## src/rtl/assert_macros.svh

```systemverilog
// assertion macros shared by the rtl of the priority insert queue
// no dependencies; include with the bare file name
`ifndef ASSERT_MACROS_SVH
`define ASSERT_MACROS_SVH

// antecedent on one edge implies consequent on the same edge
`define TPIQ_ASSERT_SAME(label, clk, rst, ante, cons, msg) \
  label: assert property (@(posedge clk) disable iff (rst) (ante) |-> (cons)) \
    else $error(msg);

// antecedent on one edge implies consequent on the next edge
`define TPIQ_ASSERT_NEXT(label, clk, rst, ante, cons, msg) \
  label: assert property (@(posedge clk) disable iff (rst) (ante) |=> (cons)) \
    else $error(msg);

`endif

```

## src/rtl/tpiq_pkg.sv

```systemverilog
// package of the priority insert queue: depth, widths, codes and cell control
// no dependencies
`timescale 1ns / 1ps

package tpiq_pkg;

  // queue geometry
  localparam int unsigned QueueDepth = 16;
  localparam int unsigned CntW       = $clog2(QueueDepth + 1);

  // field widths
  localparam int unsigned ValW  = 8;
  localparam int unsigned KindW = 2;
  localparam int unsigned StatW = 2;
  localparam int unsigned OccW  = 5;

  // threshold after reset
  localparam logic [ValW-1:0] ThrReset = 8'd60;

  // operation codes
  typedef enum logic [KindW-1:0] {
    K_PLAIN  = 2'd0,
    K_PRIO   = 2'd1,
    K_REMOVE = 2'd2
  } kind_t;

  // result status codes
  typedef enum logic [StatW-1:0] {
    ST_OK    = 2'd0,
    ST_FULL  = 2'd1,
    ST_EMPTY = 2'd2
  } status_t;

  // operation broadcast to every cell
  typedef struct packed {
    logic prio_ins;
    logic tail_ins;
    logic pop;
  } cell_op_t;

endpackage

```

## src/rtl/tpiq_cell.sv

```systemverilog
// one storage cell of the priority insert queue
// depends on tpiq_pkg
`timescale 1ns / 1ps

module tpiq_cell (
  input  logic                     clk,
  input  tpiq_pkg::cell_op_t       op,
  input  logic [tpiq_pkg::ValW-1:0] thr,
  input  logic [tpiq_pkg::ValW-1:0] new_value,
  input  logic                     occ,
  input  logic                     occ_prev,
  input  logic                     run_in,
  input  logic [tpiq_pkg::ValW-1:0] left_entry,
  input  logic [tpiq_pkg::ValW-1:0] right_entry,
  output logic                     run_out,
  output logic [tpiq_pkg::ValW-1:0] entry
);
  import tpiq_pkg::*;

  logic            ins_here;
  logic [ValW-1:0] entry_next;

  // this cell continues the leading run of priority entries
  assign run_out  = run_in & occ & (entry >= thr);
  // first cell past the run takes a priority value
  assign ins_here = run_in & ~run_out;

  // local shift or load decision
  always_comb begin
    entry_next = entry;
    if (op.prio_ins) begin
      if (ins_here) begin
        entry_next = new_value;
      end else if (!run_in && occ_prev) begin
        entry_next = left_entry;
      end
    end else if (op.tail_ins) begin
      if (occ_prev && !occ) begin
        entry_next = new_value;
      end
    end else if (op.pop) begin
      if (occ) begin
        entry_next = right_entry;
      end
    end
  end

  // entry storage
  always_ff @(posedge clk) begin
    entry <= entry_next;
  end

endmodule

```

## src/rtl/threshold_priority_insert_queue.sv

```systemverilog
// top level of the priority insert queue: control, fill count, row of cells
// depends on tpiq_pkg, tpiq_cell and assert_macros.svh
`timescale 1ns / 1ps
//
//  channel  | signals                                     | role
//  ---------+---------------------------------------------+---------------------------
//  in       | in_valid, in_ready, kind, value             | operation requests
//  out      | out_valid, out_ready, removed_value,        | one result per request
//           | removed_valid, status, occupancy            |
//  cfg      | cfg_we, cfg_wdata                           | priority threshold write
//
//  one request is taken per cycle while no result waits untaken; its result shows
//  in the output register in the next cycle, and the next request is taken while
//  that result is being taken. every cell shifts or loads in the same edge; the
//  insert point is found by the run signal that passes from cell to cell.
//  rst clears the fill count, the result valid and sets the threshold to 60.
//  a stalled output holds off new requests only while the result is not taken.

`include "assert_macros.svh"

module threshold_priority_insert_queue (
  input  logic                       clk,
  input  logic                       rst,
  input  logic                       in_valid,
  output logic                       in_ready,
  input  logic [tpiq_pkg::KindW-1:0] kind,
  input  logic [tpiq_pkg::ValW-1:0]  value,
  output logic                       out_valid,
  input  logic                       out_ready,
  output logic [tpiq_pkg::ValW-1:0]  removed_value,
  output logic                       removed_valid,
  output logic [tpiq_pkg::StatW-1:0] status,
  output logic [tpiq_pkg::OccW-1:0]  occupancy,
  input  logic                       cfg_we,
  input  logic [tpiq_pkg::ValW-1:0]  cfg_wdata
);
  import tpiq_pkg::*;

  logic [ValW-1:0] thr;
  logic [CntW-1:0] count;
  logic [CntW-1:0] count_next;
  logic            in_fire;
  logic            full;
  logic            empty;
  kind_t           op_kind;
  cell_op_t        op;
  status_t         stat_next;
  logic [ValW-1:0] rem_next;
  logic            rem_valid_next;

  logic [ValW-1:0] entry_q [QueueDepth];
  logic            run_c   [QueueDepth+1];
  logic            occ_c   [QueueDepth+1];

  assign in_ready = !out_valid || out_ready;
  assign in_fire  = in_valid && in_ready;
  assign full     = (count == CntW'(QueueDepth));
  assign empty    = (count == '0);
  assign op_kind  = kind_t'(kind);

  // threshold register
  always_ff @(posedge clk) begin
    if (rst) begin
      thr <= ThrReset;
    end else if (cfg_we) begin
      thr <= cfg_wdata;
    end
  end

  // decode the request into cell operations and a result
  always_comb begin
    op             = '0;
    count_next     = count;
    stat_next      = ST_OK;
    rem_next       = '0;
    rem_valid_next = 1'b0;
    case (op_kind)
      K_PLAIN, K_PRIO: begin
        if (full) begin
          stat_next = ST_FULL;
        end else begin
          count_next = count + 1'b1;
          if (op_kind == K_PRIO && value >= thr) begin
            op.prio_ins = in_fire;
          end else begin
            op.tail_ins = in_fire;
          end
        end
      end
      K_REMOVE: begin
        if (empty) begin
          stat_next = ST_EMPTY;
        end else begin
          count_next     = count - 1'b1;
          op.pop         = in_fire;
          rem_next       = entry_q[0];
          rem_valid_next = 1'b1;
        end
      end
      default: begin
        count_next = count;
      end
    endcase
  end

  // fill count
  always_ff @(posedge clk) begin
    if (rst) begin
      count <= '0;
    end else if (in_fire) begin
      count <= count_next;
    end
  end

  // result valid
  always_ff @(posedge clk) begin
    if (rst) begin
      out_valid <= 1'b0;
    end else if (in_fire) begin
      out_valid <= 1'b1;
    end else if (out_ready) begin
      out_valid <= 1'b0;
    end
  end

  // result payload
  always_ff @(posedge clk) begin
    if (in_fire) begin
      removed_value <= rem_next;
      removed_valid <= rem_valid_next;
      status        <= stat_next;
      occupancy     <= OccW'(count_next);
    end
  end

  // head of the run chain: cell 0 always starts the run and follows the head
  assign run_c[0] = 1'b1;
  assign occ_c[0] = 1'b1;

  // row of cells
  genvar gi;
  generate
    for (gi = 0; gi < QueueDepth; gi++) begin : g_cell
      logic [ValW-1:0] left_e;
      logic [ValW-1:0] right_e;

      assign occ_c[gi+1] = (CntW'(gi) < count);

      if (gi == 0) begin : g_left_edge
        assign left_e = value;
      end else begin : g_left_mid
        assign left_e = entry_q[gi-1];
      end

      if (gi == QueueDepth - 1) begin : g_right_edge
        assign right_e = entry_q[gi];
      end else begin : g_right_mid
        assign right_e = entry_q[gi+1];
      end

      tpiq_cell u_cell (
        .clk         (clk),
        .op          (op),
        .thr         (thr),
        .new_value   (value),
        .occ         (occ_c[gi+1]),
        .occ_prev    (occ_c[gi]),
        .run_in      (run_c[gi]),
        .left_entry  (left_e),
        .right_entry (right_e),
        .run_out     (run_c[gi+1]),
        .entry       (entry_q[gi])
      );
    end
  endgenerate

  // checks
  `TPIQ_ASSERT_SAME(a_count_bound, clk, rst, 1'b1, count <= CntW'(QueueDepth), "count over depth")
  `TPIQ_ASSERT_NEXT(a_insert_grows, clk, rst,
    in_fire && (op_kind == K_PLAIN || op_kind == K_PRIO) && !full,
    count == $past(count) + 1'b1, "insert did not grow count")
  `TPIQ_ASSERT_NEXT(a_pop_head, clk, rst, in_fire && op_kind == K_REMOVE && !empty,
    removed_valid && removed_value == $past(entry_q[0]), "pop lost the head")
  `TPIQ_ASSERT_SAME(a_removed_ok, clk, rst, out_valid && removed_valid,
    status == ST_OK, "popped value with error status")

endmodule

```

## config.mk

```make
export PLATFORM = sky130hd
export DESIGN_NAME = threshold_priority_insert_queue
export DESIGN_NICKNAME = d
export VERILOG_FILES = /design/src/rtl/tpiq_pkg.sv /design/src/rtl/tpiq_cell.sv /design/src/rtl/threshold_priority_insert_queue.sv
export VERILOG_INCLUDE_DIRS = /design/src /design/src/rtl
export SDC_FILE = /design/constraint.sdc
export NUM_CORES = 1
export LEC_CHECK = 0
export ABC_CLOCK_PERIOD_IN_PS = 3930
export BUFFER_PORTS_ARGS = -buffer_cell sky130_fd_sc_hd__buf_2
export CAP_MARGIN = 20
export CORE_UTILIZATION = 58
export DETAILED_ROUTE_END_ITERATION = 8
export PLACE_DENSITY_LB_ADDON = 0.3
export SLEW_MARGIN = 25
export SYNTH_ARGS = -nofsm -noshare
export SYNTH_HDL_FRONTEND = slang
export SYNTH_SLANG_ARGS = --single-unit
```

## constraint.sdc

```tcl
create_clock -name clk -period 3.93 [get_ports clk]
set_clock_uncertainty 0.15 [all_clocks]
set_input_delay 0.5895 -clock clk [delete_from_list [all_inputs] [get_ports clk]]
set_output_delay 0.5895 -clock clk [all_outputs]
set_load 0.05 [all_outputs]
```

==> flow_summary.json <==
{
  "cts_hold_buf": 0,
  "vias_per_cell": 6.71,
  "clock_sinks": 158,
  "pin_count": 41,
  "portBuffers": 40,
  "cp_slowest_cell": "or4_4",
  "reg2reg_to": "g_cell[12].u_cell.entry[0]$_DFFE_PP_",
  "max_freq_mhz": 257,
  "synth_area_leader_cell": "edfxtp_1",
  "reg2reg_slack_ns": 0.04,
  "clkPwrFrac": 0.372,
  "hp-start": "in_valid",
  "crit_type": "reg -> reg",
  "placed_cells": 1555,
  "worst_pin_slew_ns": 0.806,
  "cpPeakStageDelay_ns": 0.54,
  "layout-drive-gt1-share": 0.162,
  "synthCells": 1239,
  "antenna_found_initial": 0,
  "switchingPower_w": 0.00148,
  "cts.clk_slew.worst_paths_ns": 0.07,
  "hold_viol": 0,
  "crit_start": "thr[2]$_SDFFE_PP1P_",
  "root_buffer": "clkbuf_16",
  "final_cell_area_um2": 13600,
  "synth_xor_xnor_area_share": 0,
  "grt-ovfl-total": 0,
  "synth_fa_ha_area_frac": 0.146,
  "die_h_um": 145,
  "worst-endpoint-required_ns": 3.97,
  "gp_congestion": 0.954,
  "rows": 52,
  "yosysSeqAreaShare": 0.387,
  "synth_top_family_by_area": "compound AO/OA/AOI/OAI gates",
  "pwr_density_cell_nw_per_um2": 354,
  "regToRegStartpoint": "thr[2]$_SDFFE_PP1P_",
  "clk_path_buf_depth": 2,
  "wire_per_inst_um": 23.2,
  "synth.top_cell.area_share": 0.364,
  "p_comb_frac": 0.216,
  "path_cells": "clkinvlp_4 -> buf_6 -> buf_4 -> ha_1 -> o21a_1 -> a211oi_1 -> or2_1 -> or4_4 -> or4_4 -> o21ai_4 -> mux2_2",
  "antenna-diode-count": 0,
  "max-vdd-ir-drop_v": 0.000317,
  "synthToLayoutAreaGrowth_pct": 14.1,
  "drt_pass1_iterations": 6,
  "final_max_slew_viol_count": 0,
  "synth_area_leaders": "edfxtp_1 36%, ha_1 15%, mux2i_1 6.5%, nand2_1 5.4%, o21ai_0 4.3%",
  "core_um2": 20200,
  "grt_first_pass_wirelength_um": 57000,
  "place_hpwl_um": 26300,
  "fillers": 1550,
  "synthSimpleGateAreaFrac": 0.159,
  "insertion_delay_ns": 0.44,
  "leakagePower_nw": 5.60,
  "path_common_cell": "or4_4",
  "start_util": 0.589,
  "p_total_w": 0.00480,
  "place_area_um2": 12800,
  "yosys_warnings": 0,
  "grt_max_degree": 60,
  "grt.total_usage": 0.354,
  "dieArea_um2": 21100,
  "tns_ns": 0,
  "cp_max_fo": 8,
  "synthMuxAreaShare": 0.0724,
  "switching_share": 0.308,
  "setup_viol": 0,
  "cp-end-kind": "flop",
  "reg2reg_depth": 11,
  "synth-edff-count": 144,
  "drtAntennaViolNets": 0,
  "relSlewSlack": 0.458,
  "ys_ff_latch": 158,
  "whs_path_depth": 3,
  "syn_avg_cell_area_um2": 9.59,
  "cts_tree": "done",
  "maxCapViolCount": 0,
  "crit_arrival_ns": 3.92,
  "p_int_w": 0.00332,
  "start_kind": "flop",
  "hold_path_end": "out_valid$_SDFFE_PP0P_",
  "min_path_type": "in -> reg",
  "die_w_um": 145,
  "finalCritPeriodShare": 0.989,
  "mappedNetlistArea_um2": 11900,
  "status": "finished, final reports clean",
  "drtIter0Drc": 1316,
  "ys_dominant_reg_cell": "edfxtp_1",
  "h-tree-depth": 4,
  "synth_compound_area_frac": 0.199,
  "utilization": 0.673,
  "min_period_ns": 3.89,
  "syn-num-nets": 1401,
  "seq_power_share": 0.413,
  "grt_pass1_vias": 9938,
  "ys_async_sr_fraction": 0,
  "ys_types": 70,
  "drc": 0,
  "final_cells": 1599,
  "fin_nets": 1478,
  "wirelength_um": 37100,
  "cts_buffers": 17,
  "vias": 10700
}
routing by layer:
layer	wire, um	GRT usage	up-vias
li1	-	-	4872
met1	15000	0.503	5017
met2	16300	0.528	748
met3	4410	0.0616	100
met4	1380	0.161	0
met5	0	0	-
how the worst max path moves through the flow:
stage	end	slack, ns	depth (start not counted)
final	g_cell[12].u_cell.entry[0]$_DFFE_PP_	0.04	11
after global routing	g_cell[12].u_cell.entry[4]$_DFFE_PP_	-0.02	11
after CTS	g_cell[12].u_cell.entry[0]$_DFFE_PP_	-0.0002	11
after detailed placement	g_cell[9].u_cell.entry[1]$_DFFE_PP_	-0.03	10
after global placement	g_cell[9].u_cell.entry[5]$_DFFE_PP_	0.05	10
after floorplan	g_cell[4].u_cell.entry[0]$_DFFE_PP_	0.004	10
repair_timing:
item | in CTS | in global routing
gates resized for setup | 3 | 11
endpoints found under the setup margin | 24 | 82
gates cloned | 0 | 0
pin swaps | 1 | 3
setup buffers | 0 | 12
power groups by stage:
stage	clock, W	sequential (W)	combinational [W]
2_1_floorplan	0	0.00203	0.000625
3_3_place_gp	0	0.00201	0.000939
3_5_place_dp	0	0.00201	0.000972
4_1_cts	0.00179	0.00198	0.000985
5_1_grt	0.00185	0.00198	0.00112
6_report	0.00178	0.00198	0.00103
cells in the final DEF, fill, tap and decap left out, types with 9 or more instances in the layout:
cell type  instances
nand2_1          171
edfxtp_1         144
ha_1             139
o21ai_0          100
buf_4             87
mux2i_1           77
nor2_1            74
a21oi_1           46
nand3_1           44
buf_2             40
a211oi_1          30
inv_1             25
a211o_1           22
o211ai_1          20
nand2b_1          18
and3_1            18
a21o_1            18
a31oi_1           17
nand4_1           17
clkbuf_16         17
nor3_1            14
o21a_1            13
dfxtp_1           13
o31ai_1           11
o311a_1            9
layout make-up:
| type | instances | area (um2) | share of cell area |
|---|---|---|---|
| Clock inverter | 15 | 196 | 0.0145 |
| Clock buffer | 17 | 425 | 0.0314 |
| Inverter | 35 | 150 | 0.0111 |
| Multi-Input combinational cell | 972 | 6910 | 0.509 |
| Timing Repair Buffer | 132 | 945 | 0.0696 |
| Sequential cell | 158 | 4610 | 0.339 |
| Tap cell | 270 | 338 | 0.0249 |
cells by family after synthesis:
kind of cell | count (synthesis)
and+or+nand+nor | 402
muxes | 85
adders and majority gates | 139
buffers and inverters | 109
DFF | 158
AOI/OAI and AO/OA | 346
per-stage QoR:
stage	hold slack, ns	setup WS, ns
after global routing	0.260	-0.0151
after CTS	0.231	-0.000198
after floorplan	0.310	0.00426
after detailed placement	0.343	-0.0305
after global placement	0.328	0.0471
final	0.246	0.0427
worst max-delay path, delay by kind of cell, from the launching register on:
| family | cells | cell delay (ns) |
|---|---|---|
| adder cells (fa/ha/maj) | 1 | 0.26 |
| AND/OR/NAND/NOR | 3 | 1.34 |
| buffers and inverters | 3 | 0.64 |
| multiplexers | 1 | 0.38 |
| flip-flops | 1 | 0.36 |
| AO/OA/AOI/OAI | 3 | 0.51 |
sequential cells by signal, indices dropped and copies added (netlist names):
name                 flops
count                    5
thr                      8
removed_value            8
status                   2
out_valid                1
removed_valid            1
g_cell.u_cell.entry    128
occupancy                5
cell usage after synthesis (4+ instances only):
library cell / n
o311a_1: 9
o21a_1: 13
o211ai_1: 20
a21boi_0: 7
and2_1: 4
o21ai_0: 101
a211o_1: 22
a2111oi_0: 8
inv_2: 4
o31ai_1: 11
ha_1: 139
nor3_1: 17
nor2_1: 74
o2111ai_1: 4
a21oi_1: 47
edfxtp_1: 144
inv_1: 30
a31oi_1: 17
nand2b_1: 18
a221oi_1: 5
mux2_2: 7
mux2i_1: 77
clkbuf_1: 52
nand4_1: 17
and3_1: 18
a21o_1: 18
nand2_1: 172
nand3_1: 44
buf_4: 4
a211oi_1: 32
nand3b_1: 8
buf_1: 9
buf_2: 9
nor2b_1: 8
dfxtp_1: 14
No activity file was read; power rests on OpenSTA's default activity.
